==> src/sv/ubx_frame_receiver_assert.svh <==
// assertion macros for the ubx frame receiver
// expects signals named clock and reset in the module that uses them
`ifndef UBX_FRAME_RECEIVER_ASSERT_SVH
`define UBX_FRAME_RECEIVER_ASSERT_SVH

`ifndef NO_ASSERTIONS
// property that must hold at every edge outside reset
`define UBX_ASSERT(lbl, prop, msg) \
   lbl: assert property (@(posedge clock) disable iff (reset) (prop)) else $error(msg);
// expression that must never be true outside reset
`define UBX_ASSERT_NEVER(lbl, expr, msg) \
   lbl: assert property (@(posedge clock) disable iff (reset) !(expr)) else $error(msg);
`else
`define UBX_ASSERT(lbl, prop, msg)
`define UBX_ASSERT_NEVER(lbl, expr, msg)
`endif

`endif

==> src/sv/ubxr_pkg.sv <==
// shared types and constants for the ubx frame receiver
// no dependencies
package ubxr_pkg;

   localparam int unsigned BYTE_W         = 8;
   localparam int unsigned ADDR_W         = 9;
   localparam int unsigned LEN_W          = 16;
   localparam int unsigned BUFFER_LEN_DEF = 512;

   localparam logic [BYTE_W-1:0] SYNC_CHAR_1 = 8'hB5;
   localparam logic [BYTE_W-1:0] SYNC_CHAR_2 = 8'h62;

   typedef enum logic [3:0] {
      PH_HUNT    = 4'd0,
      PH_SYNC    = 4'd1,
      PH_CLASS   = 4'd2,
      PH_ID      = 4'd3,
      PH_LEN_LO  = 4'd4,
      PH_LEN_HI  = 4'd5,
      PH_PAYLOAD = 4'd6,
      PH_CK_A    = 4'd7,
      PH_CK_B    = 4'd8
   } phase_type;

   typedef struct packed {
      logic              wr_en;
      logic [ADDR_W-1:0] wr_addr;
      logic [BYTE_W-1:0] wr_data;
      logic              frame_done;
      logic              frame_dropped;
   } rsp_payload_type;

endpackage

==> src/sv/ubxr_stream_if.sv <==
// valid/ready channels of the ubx frame receiver
// depends on ubxr_pkg
interface ubxr_req_if;
   logic                        valid;
   logic                        ready;
   logic [ubxr_pkg::BYTE_W-1:0] rx_byte;

   modport source (output valid, output rx_byte, input ready);
   modport sink   (input valid, input rx_byte, output ready);
endinterface

interface ubxr_rsp_if;
   logic                        valid;
   logic                        ready;
   logic                        wr_en;
   logic [ubxr_pkg::ADDR_W-1:0] wr_addr;
   logic [ubxr_pkg::BYTE_W-1:0] wr_data;
   logic                        frame_done;
   logic                        frame_dropped;

   modport source (output valid, output wr_en, output wr_addr, output wr_data,
                   output frame_done, output frame_dropped, input ready);
   modport sink   (input valid, input wr_en, input wr_addr, input wr_data,
                   input frame_done, input frame_dropped, output ready);
endinterface

==> src/sv/ubxr_parser.sv <==
// frame parse state, fletcher-8 sums and buffer write index
// depends on ubxr_pkg and ubx_frame_receiver_assert.svh
`include "ubx_frame_receiver_assert.svh"

module ubxr_parser #(
   parameter int unsigned BUFFER_LEN = ubxr_pkg::BUFFER_LEN_DEF
) (
   input  logic                            clock,
   input  logic                            reset,
   input  logic                            advance,
   input  logic [ubxr_pkg::BYTE_W-1:0]     rx_byte,
   output ubxr_pkg::rsp_payload_type       result
);

   localparam int unsigned IDX_W  = $clog2(BUFFER_LEN + 1);
   localparam int unsigned BYTE_W = ubxr_pkg::BYTE_W;
   localparam int unsigned LEN_W  = ubxr_pkg::LEN_W;
   localparam int unsigned ADDR_W = ubxr_pkg::ADDR_W;

   ubxr_pkg::phase_type phase_ff, phase_in;
   logic [LEN_W-1:0]    bytes_left_ff, bytes_left_in;
   logic [BYTE_W-1:0]   sum_a_ff, sum_a_in;
   logic [BYTE_W-1:0]   sum_b_ff, sum_b_in;
   logic [IDX_W-1:0]    write_index_ff, write_index_in;

   logic                store;
   logic                done;
   logic                dropped;
   logic                wr_en;
   logic [LEN_W-1:0]    len_full;
   logic [LEN_W-1:0]    bytes_dec;
   logic [BYTE_W-1:0]   base_a;
   logic [BYTE_W-1:0]   base_b;
   logic [BYTE_W-1:0]   sum_a_new;
   logic [BYTE_W-1:0]   sum_b_new;
   logic [IDX_W-1:0]    base_idx;
   logic [ADDR_W+IDX_W-1:0] addr_ext;

   always_comb begin
      phase_in      = phase_ff;
      bytes_left_in = bytes_left_ff;
      store         = 1'b0;
      done          = 1'b0;
      dropped       = 1'b0;
      len_full      = {rx_byte, bytes_left_ff[BYTE_W-1:0]};
      bytes_dec     = bytes_left_ff - 1'b1;

      case (phase_ff)
         ubxr_pkg::PH_HUNT: begin
            if (rx_byte == ubxr_pkg::SYNC_CHAR_1) begin
               phase_in = ubxr_pkg::PH_SYNC;
            end
         end
         ubxr_pkg::PH_SYNC: begin
            // a bad second sync byte is not retried as a first one
            phase_in = (rx_byte == ubxr_pkg::SYNC_CHAR_2) ?
                       ubxr_pkg::PH_CLASS : ubxr_pkg::PH_HUNT;
         end
         ubxr_pkg::PH_CLASS: begin
            phase_in = ubxr_pkg::PH_ID;
            store    = 1'b1;
         end
         ubxr_pkg::PH_ID: begin
            phase_in = ubxr_pkg::PH_LEN_LO;
            store    = 1'b1;
         end
         ubxr_pkg::PH_LEN_LO: begin
            bytes_left_in = {{(LEN_W-BYTE_W){1'b0}}, rx_byte};
            phase_in      = ubxr_pkg::PH_LEN_HI;
            store         = 1'b1;
         end
         ubxr_pkg::PH_LEN_HI: begin
            bytes_left_in = len_full;
            if (len_full > LEN_W'(BUFFER_LEN)) begin
               // oversize: high length byte neither summed nor written
               phase_in = ubxr_pkg::PH_HUNT;
               dropped  = 1'b1;
            end else begin
               phase_in = (len_full == '0) ? ubxr_pkg::PH_CK_A : ubxr_pkg::PH_PAYLOAD;
               store    = 1'b1;
            end
         end
         ubxr_pkg::PH_PAYLOAD: begin
            bytes_left_in = bytes_dec;
            if (bytes_dec == '0) begin
               phase_in = ubxr_pkg::PH_CK_A;
            end
            store = 1'b1;
         end
         ubxr_pkg::PH_CK_A: begin
            if (rx_byte == sum_a_ff) begin
               phase_in = ubxr_pkg::PH_CK_B;
            end else begin
               phase_in = ubxr_pkg::PH_HUNT;
               dropped  = 1'b1;
            end
         end
         ubxr_pkg::PH_CK_B: begin
            phase_in = ubxr_pkg::PH_HUNT;
            done     = (rx_byte == sum_b_ff);
            dropped  = (rx_byte != sum_b_ff);
         end
         default: begin
            phase_in = ubxr_pkg::PH_HUNT;
         end
      endcase

      // class byte restarts sums and buffer position
      base_a   = (phase_ff == ubxr_pkg::PH_CLASS) ? '0 : sum_a_ff;
      base_b   = (phase_ff == ubxr_pkg::PH_CLASS) ? '0 : sum_b_ff;
      base_idx = (phase_ff == ubxr_pkg::PH_CLASS) ? '0 : write_index_ff;

      sum_a_new = base_a + rx_byte;
      sum_b_new = base_b + sum_a_new;
      wr_en     = store && (base_idx < IDX_W'(BUFFER_LEN));

      sum_a_in       = store ? sum_a_new : sum_a_ff;
      sum_b_in       = store ? sum_b_new : sum_b_ff;
      write_index_in = wr_en ? base_idx + 1'b1 : write_index_ff;

      addr_ext = {{ADDR_W{1'b0}}, base_idx};

      result.wr_en         = wr_en;
      result.wr_addr       = wr_en ? addr_ext[ADDR_W-1:0] : '0;
      result.wr_data       = wr_en ? rx_byte : '0;
      result.frame_done    = done;
      result.frame_dropped = dropped;
   end

   always_ff @(posedge clock) begin
      if (reset) begin
         phase_ff       <= ubxr_pkg::PH_HUNT;
         bytes_left_ff  <= '0;
         sum_a_ff       <= '0;
         sum_b_ff       <= '0;
         write_index_ff <= '0;
      end else if (advance) begin
         phase_ff       <= phase_in;
         bytes_left_ff  <= bytes_left_in;
         sum_a_ff       <= sum_a_in;
         sum_b_ff       <= sum_b_in;
         write_index_ff <= write_index_in;
      end
   end

   `UBX_ASSERT_NEVER(a_done_and_drop, result.frame_done && result.frame_dropped, "done and dropped together")
   `UBX_ASSERT(a_index_bound, write_index_ff <= IDX_W'(BUFFER_LEN), "write index beyond buffer")
   `UBX_ASSERT(a_payload_count, (phase_ff == ubxr_pkg::PH_PAYLOAD) |-> (bytes_left_ff != '0), "payload phase with no bytes left")
   `UBX_ASSERT(a_ck_b_ends, (advance && phase_ff == ubxr_pkg::PH_CK_B) |=> (phase_ff == ubxr_pkg::PH_HUNT), "frame end did not return to hunting")

endmodule

==> src/sv/ubxr_out_stage.sv <==
// two-entry result buffer: output register plus skid register
// depends on ubxr_pkg
module ubxr_out_stage (
   input  logic                      clock,
   input  logic                      reset,
   input  logic                      in_valid,
   output logic                      in_ready,
   input  ubxr_pkg::rsp_payload_type in_data,
   output logic                      out_valid,
   input  logic                      out_ready,
   output ubxr_pkg::rsp_payload_type out_data
);

   logic                      main_valid_ff;
   logic                      skid_valid_ff;
   ubxr_pkg::rsp_payload_type main_data_ff;
   ubxr_pkg::rsp_payload_type skid_data_ff;
   logic                      in_fire;
   logic                      main_load;

   assign in_ready  = !skid_valid_ff;
   assign in_fire   = in_valid && in_ready;
   assign main_load = !main_valid_ff || out_ready;
   assign out_valid = main_valid_ff;
   assign out_data  = main_data_ff;

   always_ff @(posedge clock) begin
      if (reset) begin
         main_valid_ff <= 1'b0;
         skid_valid_ff <= 1'b0;
      end else if (main_load) begin
         main_valid_ff <= skid_valid_ff || in_fire;
         skid_valid_ff <= 1'b0;
      end else if (in_fire) begin
         skid_valid_ff <= 1'b1;
      end
   end

   always_ff @(posedge clock) begin
      if (main_load) begin
         main_data_ff <= skid_valid_ff ? skid_data_ff : in_data;
      end
      if (!main_load && in_fire) begin
         skid_data_ff <= in_data;
      end
   end

endmodule

==> src/sv/ubx_frame_receiver.sv <==
// top level of the ubx frame receiver
// depends on ubxr_pkg, ubxr_stream_if, ubxr_parser and ubxr_out_stage
//
// usage
// - req_bus carries one serial byte per beat (rx_byte); rsp_bus returns one
//   result beat for every request beat, in order
// - a result tells whether the byte goes to the message buffer (wr_en,
//   wr_addr, wr_data) and flags frame_done or frame_dropped at frame end
// - the parser hunts for the two sync bytes, then buffers class, id, length
//   and payload from address 0 and checks the two fletcher-8 bytes
// - each result is registered before rsp_bus, via the skid entry on a stall
// - throughput: one byte per cycle while req_bus.ready is high; parse state
//   updates in the cycle it is taken, so back to back beats need no gaps
// - stall: a two-entry output buffer takes one more beat while a result
//   waits; req_bus.ready falls only when both entries are full
// - reset: synchronous; clears the parse state to hunting, the sums and
//   write index to zero and empties the output buffer
// - BUFFER_LEN sets the buffer size; longer frames are dropped and writes at
//   or beyond it are suppressed
module ubx_frame_receiver #(
   parameter int unsigned BUFFER_LEN = ubxr_pkg::BUFFER_LEN_DEF
) (
   input logic        clock,
   input logic        reset,
   ubxr_req_if.sink   req_bus,
   ubxr_rsp_if.source rsp_bus
);

   logic                      req_fire;
   ubxr_pkg::rsp_payload_type step_result;
   ubxr_pkg::rsp_payload_type rsp_data;

   // parse state advances only on an accepted beat
   assign req_fire = req_bus.valid && req_bus.ready;

   ubxr_parser #(
      .BUFFER_LEN (BUFFER_LEN)
   ) u_parser (
      .clock   (clock),
      .reset   (reset),
      .advance (req_fire),
      .rx_byte (req_bus.rx_byte),
      .result  (step_result)
   );

   // output register with skid entry
   ubxr_out_stage u_out_stage (
      .clock     (clock),
      .reset     (reset),
      .in_valid  (req_bus.valid),
      .in_ready  (req_bus.ready),
      .in_data   (step_result),
      .out_valid (rsp_bus.valid),
      .out_ready (rsp_bus.ready),
      .out_data  (rsp_data)
   );

   // unpack result onto the response channel
   assign rsp_bus.wr_en         = rsp_data.wr_en;
   assign rsp_bus.wr_addr       = rsp_data.wr_addr;
   assign rsp_bus.wr_data       = rsp_data.wr_data;
   assign rsp_bus.frame_done    = rsp_data.frame_done;
   assign rsp_bus.frame_dropped = rsp_data.frame_dropped;

endmodule

==> src/flat_wrapper.sv <==
// flat-port wrapper written by rule: the top's interface ports become plain ports
module ubx_frame_receiver_flat 
#(
   parameter int unsigned BUFFER_LEN = ubxr_pkg::BUFFER_LEN_DEF
)
  (clock, reset, req_bus_valid, req_bus_rx_byte, req_bus_ready, rsp_bus_valid, rsp_bus_wr_en, rsp_bus_wr_addr, rsp_bus_wr_data, rsp_bus_frame_done, rsp_bus_frame_dropped, rsp_bus_ready);
  ubxr_req_if req_bus_i ();
  ubxr_rsp_if rsp_bus_i ();
  input logic clock;
  input logic reset;
  input wire logic [$bits(req_bus_i.valid)-1:0] req_bus_valid;
  input wire logic [$bits(req_bus_i.rx_byte)-1:0] req_bus_rx_byte;
  output wire logic [$bits(req_bus_i.ready)-1:0] req_bus_ready;
  output wire logic [$bits(rsp_bus_i.valid)-1:0] rsp_bus_valid;
  output wire logic [$bits(rsp_bus_i.wr_en)-1:0] rsp_bus_wr_en;
  output wire logic [$bits(rsp_bus_i.wr_addr)-1:0] rsp_bus_wr_addr;
  output wire logic [$bits(rsp_bus_i.wr_data)-1:0] rsp_bus_wr_data;
  output wire logic [$bits(rsp_bus_i.frame_done)-1:0] rsp_bus_frame_done;
  output wire logic [$bits(rsp_bus_i.frame_dropped)-1:0] rsp_bus_frame_dropped;
  input wire logic [$bits(rsp_bus_i.ready)-1:0] rsp_bus_ready;
  assign req_bus_i.valid = req_bus_valid;
  assign req_bus_i.rx_byte = req_bus_rx_byte;
  assign req_bus_ready = req_bus_i.ready;
  assign rsp_bus_valid = rsp_bus_i.valid;
  assign rsp_bus_wr_en = rsp_bus_i.wr_en;
  assign rsp_bus_wr_addr = rsp_bus_i.wr_addr;
  assign rsp_bus_wr_data = rsp_bus_i.wr_data;
  assign rsp_bus_frame_done = rsp_bus_i.frame_done;
  assign rsp_bus_frame_dropped = rsp_bus_i.frame_dropped;
  assign rsp_bus_i.ready = rsp_bus_ready;
  ubx_frame_receiver #(.BUFFER_LEN(BUFFER_LEN)) u_core (.clock(clock), .reset(reset), .req_bus(req_bus_i), .rsp_bus(rsp_bus_i));
endmodule
==> config.mk <==
export PLATFORM = sky130hd
export DESIGN_NAME = ubx_frame_receiver_flat
export DESIGN_NICKNAME = d
export VERILOG_FILES = /design/src/sv/ubxr_pkg.sv /design/src/sv/ubxr_stream_if.sv /design/src/sv/ubxr_parser.sv /design/src/sv/ubxr_out_stage.sv /design/src/sv/ubx_frame_receiver.sv /design/src/flat_wrapper.sv
export VERILOG_INCLUDE_DIRS = /design/src /design/src/sv
export SDC_FILE = /design/constraint.sdc
export NUM_CORES = 1
export LEC_CHECK = 0
export BUFFER_PORTS_ARGS = -buffer_cell sky130_fd_sc_hd__buf_4
export CORE_MARGIN = 4
export CORE_UTILIZATION = 60
export CTS_CLUSTER_SIZE = 16
export DETAILED_ROUTE_END_ITERATION = 10
export PLACE_DENSITY = 0.84
export SLEW_MARGIN = 5
export SYNTH_ARGS = -nofsm -noshare
export SYNTH_HDL_FRONTEND = slang
export SYNTH_SLANG_ARGS = --single-unit
==> constraint.sdc <==
create_clock -name clock -period 4.31 [get_ports clock]
set_input_delay 0 -clock clock [delete_from_list [all_inputs] [get_ports clock]]
set_output_delay 0 -clock clock [all_outputs]
set_load 0.05 [all_outputs]
==> reports/results.tsv <==
stage	metric	value	unit
detailed_routing	firstDrtPassIters	6	
clock_network	cts_setup_buffers	0	
clock_network	cts_sinks	88	
worst_setup_path	worstPathMaxFanout	10	
floorplan	rows	34	
outcome	outcome	finished, final reports clean	
global_route	grt_pass1_wl	20100	microns
clock_network	numCtsBuffers	9	
finish	antenna_cells	0	
placed_design	place_ws	140	ps
yosys	synth_cells	576	
yosys	synth.area.top_cells	edfxtp_1 22%, dfxtp_1 18%, and2_1 4.8%, nor2_1 4.3%, ha_1 4.2%	
floorplan	ios	34	
worst_setup_path	setup.worst_path.end_class	flop	
sta	fin_ws	205	ps
floorplan	initial_utilization	61.6	%
yosys	avgSynthCellArea	9.33	sq um
yosys	synth-seq-cells	88	
clock_network	htreeDepth	3	
floorplan	die-area	0.0105	sq mm
worst_setup_path	r2r-end	u_core.u_parser.sum_b_ff[7]	
clock_network	clk_latency	370	ps
worst_setup_path	critical_path_class	flop to flop	
placed_design	dp_cells	687	
worst_setup_path	startpoint_type	flop	
worst_hold_path	holdPathEnd	u_core.u_out_stage.skid_data_ff[6]	
sta	skew	14.3	ps
sta	fmax	244	MHz
detailed_routing	ant_nets	0	
global_route	grt_max_degree	55	
floorplan	coreArea	0.00872	sq mm
sta	fin_crit	4110	ps
sta	tightestPinTransition	1040	ps
placed_design	gp_congestion	0.908	
yosys	synth_area	0.00537	sq mm
sta	rsz0062_at_grt	false	
yosys	ys.flop_type	dfxtp_1	
finish	stdcell_count	705	
finish	postLayoutCellArea	0.00588	sq mm
sta	hold_viol	0	
detailed_routing	drtIter0Drc	363	
detailed_routing	wl	12300	microns
global_route	gr-total-overflow	0	
global_route	grt_antenna_before_repair	0	
clock_network	cts_root_buf	clkbuf_8	
job	maxCapViolations	0	
worst_hold_path	hp-class	primary input to flop	
sta	final.setup.tns	0	ps
power	cellPowerDensity	280	mW/mm^2
floorplan	fp.dieW	103	microns
yosys	yosysTopAreaCell	edfxtp_1	
yosys	synthesis.nets	608	
sta	post-route-period-util	95.3	%
detailed_routing	via_per_inst	6.38	
worst_setup_path	cp_top_family	simple AND/OR/NAND/NOR gates	
finish	fin_nets	624	
clock_network	cts_tree	done	
yosys	yosys.area.top_type_share	22.4	%
worst_setup_path	critical_path.cell_chain	or4b_4, and2_1, ha_1, fa_1, a21o_1, a21oi_1, xnor2_1, ha_1, nand3_1, o211ai_1, o41ai_1, buf_4, and3b_1, mux2i_1, nand3_1	
worst_setup_path	required	4570	ps
detailed_routing	wl_per_cell	17.4	microns
detailed_routing	via_count	4496	
worst_setup_path	crit_arrival	4360	ps
placed_design	io_buffers	33	
yosys	yosys_warnings	0	
clock_network	cts.reportedPaths.clkPinSlew	100	ps
yosys	synth_edf_count	40	
global_route	grt_pass1_vias	4119	
worst_setup_path	crit_buf_inv	1	
finish	fillers	684	
yosys	synth.distinct_cells	74	
finish	area_growth	9.36	%
yosys	ys_seq_area_share	40.2	%
finish	drive_gt1_share	16.8	%
worst_hold_path	min_path_cells	2	
sta	timing.hold.ws	89.9	ps
sta	slew_headroom	30.7	%
global_route	grt_usage	24.1	%
power	ir_drop	0.184	mV
placed_design	place_area	0.00565	sq mm
floorplan	fp.dieH	103	microns
worst_setup_path	critPathSlowestCell	or4b_4	
worst_setup_path	critPathMaxStageDelay	630	ps
worst_setup_path	r2r_slack	200	ps
sta	finalSetupViolations	0	
sta	slew_viol_final	0	
worst_setup_path	path_depth	15	
detailed_routing	drc	0	
worst_setup_path	r2r_cells	15	
power	leakage	2.31	nW
placed_design	place_hpwl	8500	microns
yosys	ys_async_sr_fraction	0	%
clock_network	cts_buffer_depth	2	
worst_hold_path	min-delay-start	req_bus_rx_byte[4]	
worst_setup_path	timing.rr.start	u_core.u_parser.phase_ff[0]	
## final cells by class
| type | count | area (sq um) | share of cell area (%) |
|---|---|---|---|
| Multi-Input combinational cell | 436 | 3000 | 51.1 |
| Sequential cell | 88 | 2160 | 36.8 |
| Timing Repair Buffer | 44 | 335 | 5.71 |
| Clock buffer | 10 | 138 | 2.34 |
| Tap cell | 108 | 135 | 2.30 |
| Clock inverter | 6 | 57.6 | 0.979 |
| Inverter | 13 | 48.8 | 0.830 |
## cell usage in the layout, fill, tap and decap left out, types with 10 or more instances in the layout
| cell type | n |
|---|---|
| a211oi_1 | 12 |
| a21oi_1 | 27 |
| a31o_2 | 10 |
| and2_1 | 41 |
| buf_4 | 42 |
| clkbuf_8 | 10 |
| dfxtp_1 | 48 |
| edfxtp_1 | 40 |
| ha_1 | 18 |
| inv_1 | 12 |
| mux2_2 | 10 |
| mux2i_1 | 14 |
| nand2_1 | 27 |
| nand2b_1 | 10 |
| nand3_1 | 11 |
| nor2_1 | 62 |
| nor3_1 | 20 |
| o21ai_0 | 17 |
| xor2_1 | 21 |
## kinds of logic (layout without fill, tap and decap cells)
family / count (synthesis) / count (layout) / share of synthesized area (%)
xor+xnor: 30 / 30 / 4.89
buf+inv: 52 / 73 / 4.19
compound gates: 126 / 126 / 16.4
fa+ha+maj: 20 / 20 / 4.94
flops: 88 / 88 / 40.2
mux: 24 / 24 / 4.70
simple gates: 236 / 236 / 24.7
## stage by stage
stage / power, mW / utilization, %
floorplan: 1.03 / -
global placement: 1.08 / 64.8
global route: 1.70 / 67.4
CTS: 1.65 / 67.3
finish: 1.64 / 67.4
detailed placement: 1.08 / 64.8
## registers in the layout (all words and copies together) (netlist names)
name	count
u_core.u_parser.sum_b_ff	8
u_core.u_parser.phase_ff	4
u_core.u_out_stage.skid_valid_ff	1
u_core.u_out_stage.skid_data_ff	20
u_core.u_out_stage.out_valid	1
u_core.u_out_stage.out_data	20
u_core.u_parser.write_index_ff	10
u_core.u_parser.bytes_left_ff	16
u_core.u_parser.sum_a_ff	8
## power breakdown
part	internal (mW)	switching (mW)	leakage, nW
registers	0.886	0.00698	0.795
logic	0.0556	0.119	1.41
clock network	0.242	0.335	0.102
total	1.18	0.461	2.31
## worst max-delay path by stage
stage,start,endpoint
floorplan,u_core.u_parser.phase_ff[0],u_core.u_parser.sum_b_ff[7]
global placement,u_core.u_parser.phase_ff[0],u_core.u_parser.sum_b_ff[7]
detailed placement,u_core.u_parser.phase_ff[0],u_core.u_parser.sum_b_ff[7]
CTS,u_core.u_parser.phase_ff[0],u_core.u_parser.sum_b_ff[7]
global route,u_core.u_parser.phase_ff[0],u_core.u_parser.sum_b_ff[7]
finish,u_core.u_parser.phase_ff[0],u_core.u_parser.sum_b_ff[7]
## repair_timing
item                                   4_1_cts  5_1_grt
setup endpoints to repair                    0        1
hold buffers                                 2        0
endpoints found under the hold margin        3        0
resized for setup                            0        2
## cells in the mapped netlist (7+ instances only)
cell and count:
nand2_1 27, o31ai_1 7, o21ai_0 17, a22oi_1 9, nand3_1 11, and2_1 41, a211oi_1 12, clkbuf_1 24
a31o_2 10, nor3_1 20, dfxtp_1 48, mux2i_1 14, ha_1 18, and3_1 9, buf_2 10, xor2_1 21
mux2_2 10, a21oi_1 28, nor4_1 8, edfxtp_1 40, inv_1 12, nand2b_1 10, xnor2_1 9, nor2_1 62
## worst reg2reg max path: cells and delay by family, from the launching register on
| family | cells | cell delay (ps) |
|---|---|---|
| compound gates | 4 | 880 |
| buf+inv | 1 | 210 |
| xor+xnor | 1 | 190 |
| simple gates | 5 | 1200 |
| mux | 1 | 150 |
| fa+ha+maj | 3 | 950 |
| flops | 1 | 420 |
## per-layer routing
layer | vias to the layer above | global-route usage, % | share of wire, %
met2 | 187 | 38.1 | 46
li1 | 2150 | - | -
met3 | 32 | 3.45 | 7.3
met4 | 0 | 11.4 | 3.2
met1 | 2127 | 32.6 | 44
met5 | - | 0 | 0
Power figures use the tool's default switching activity.
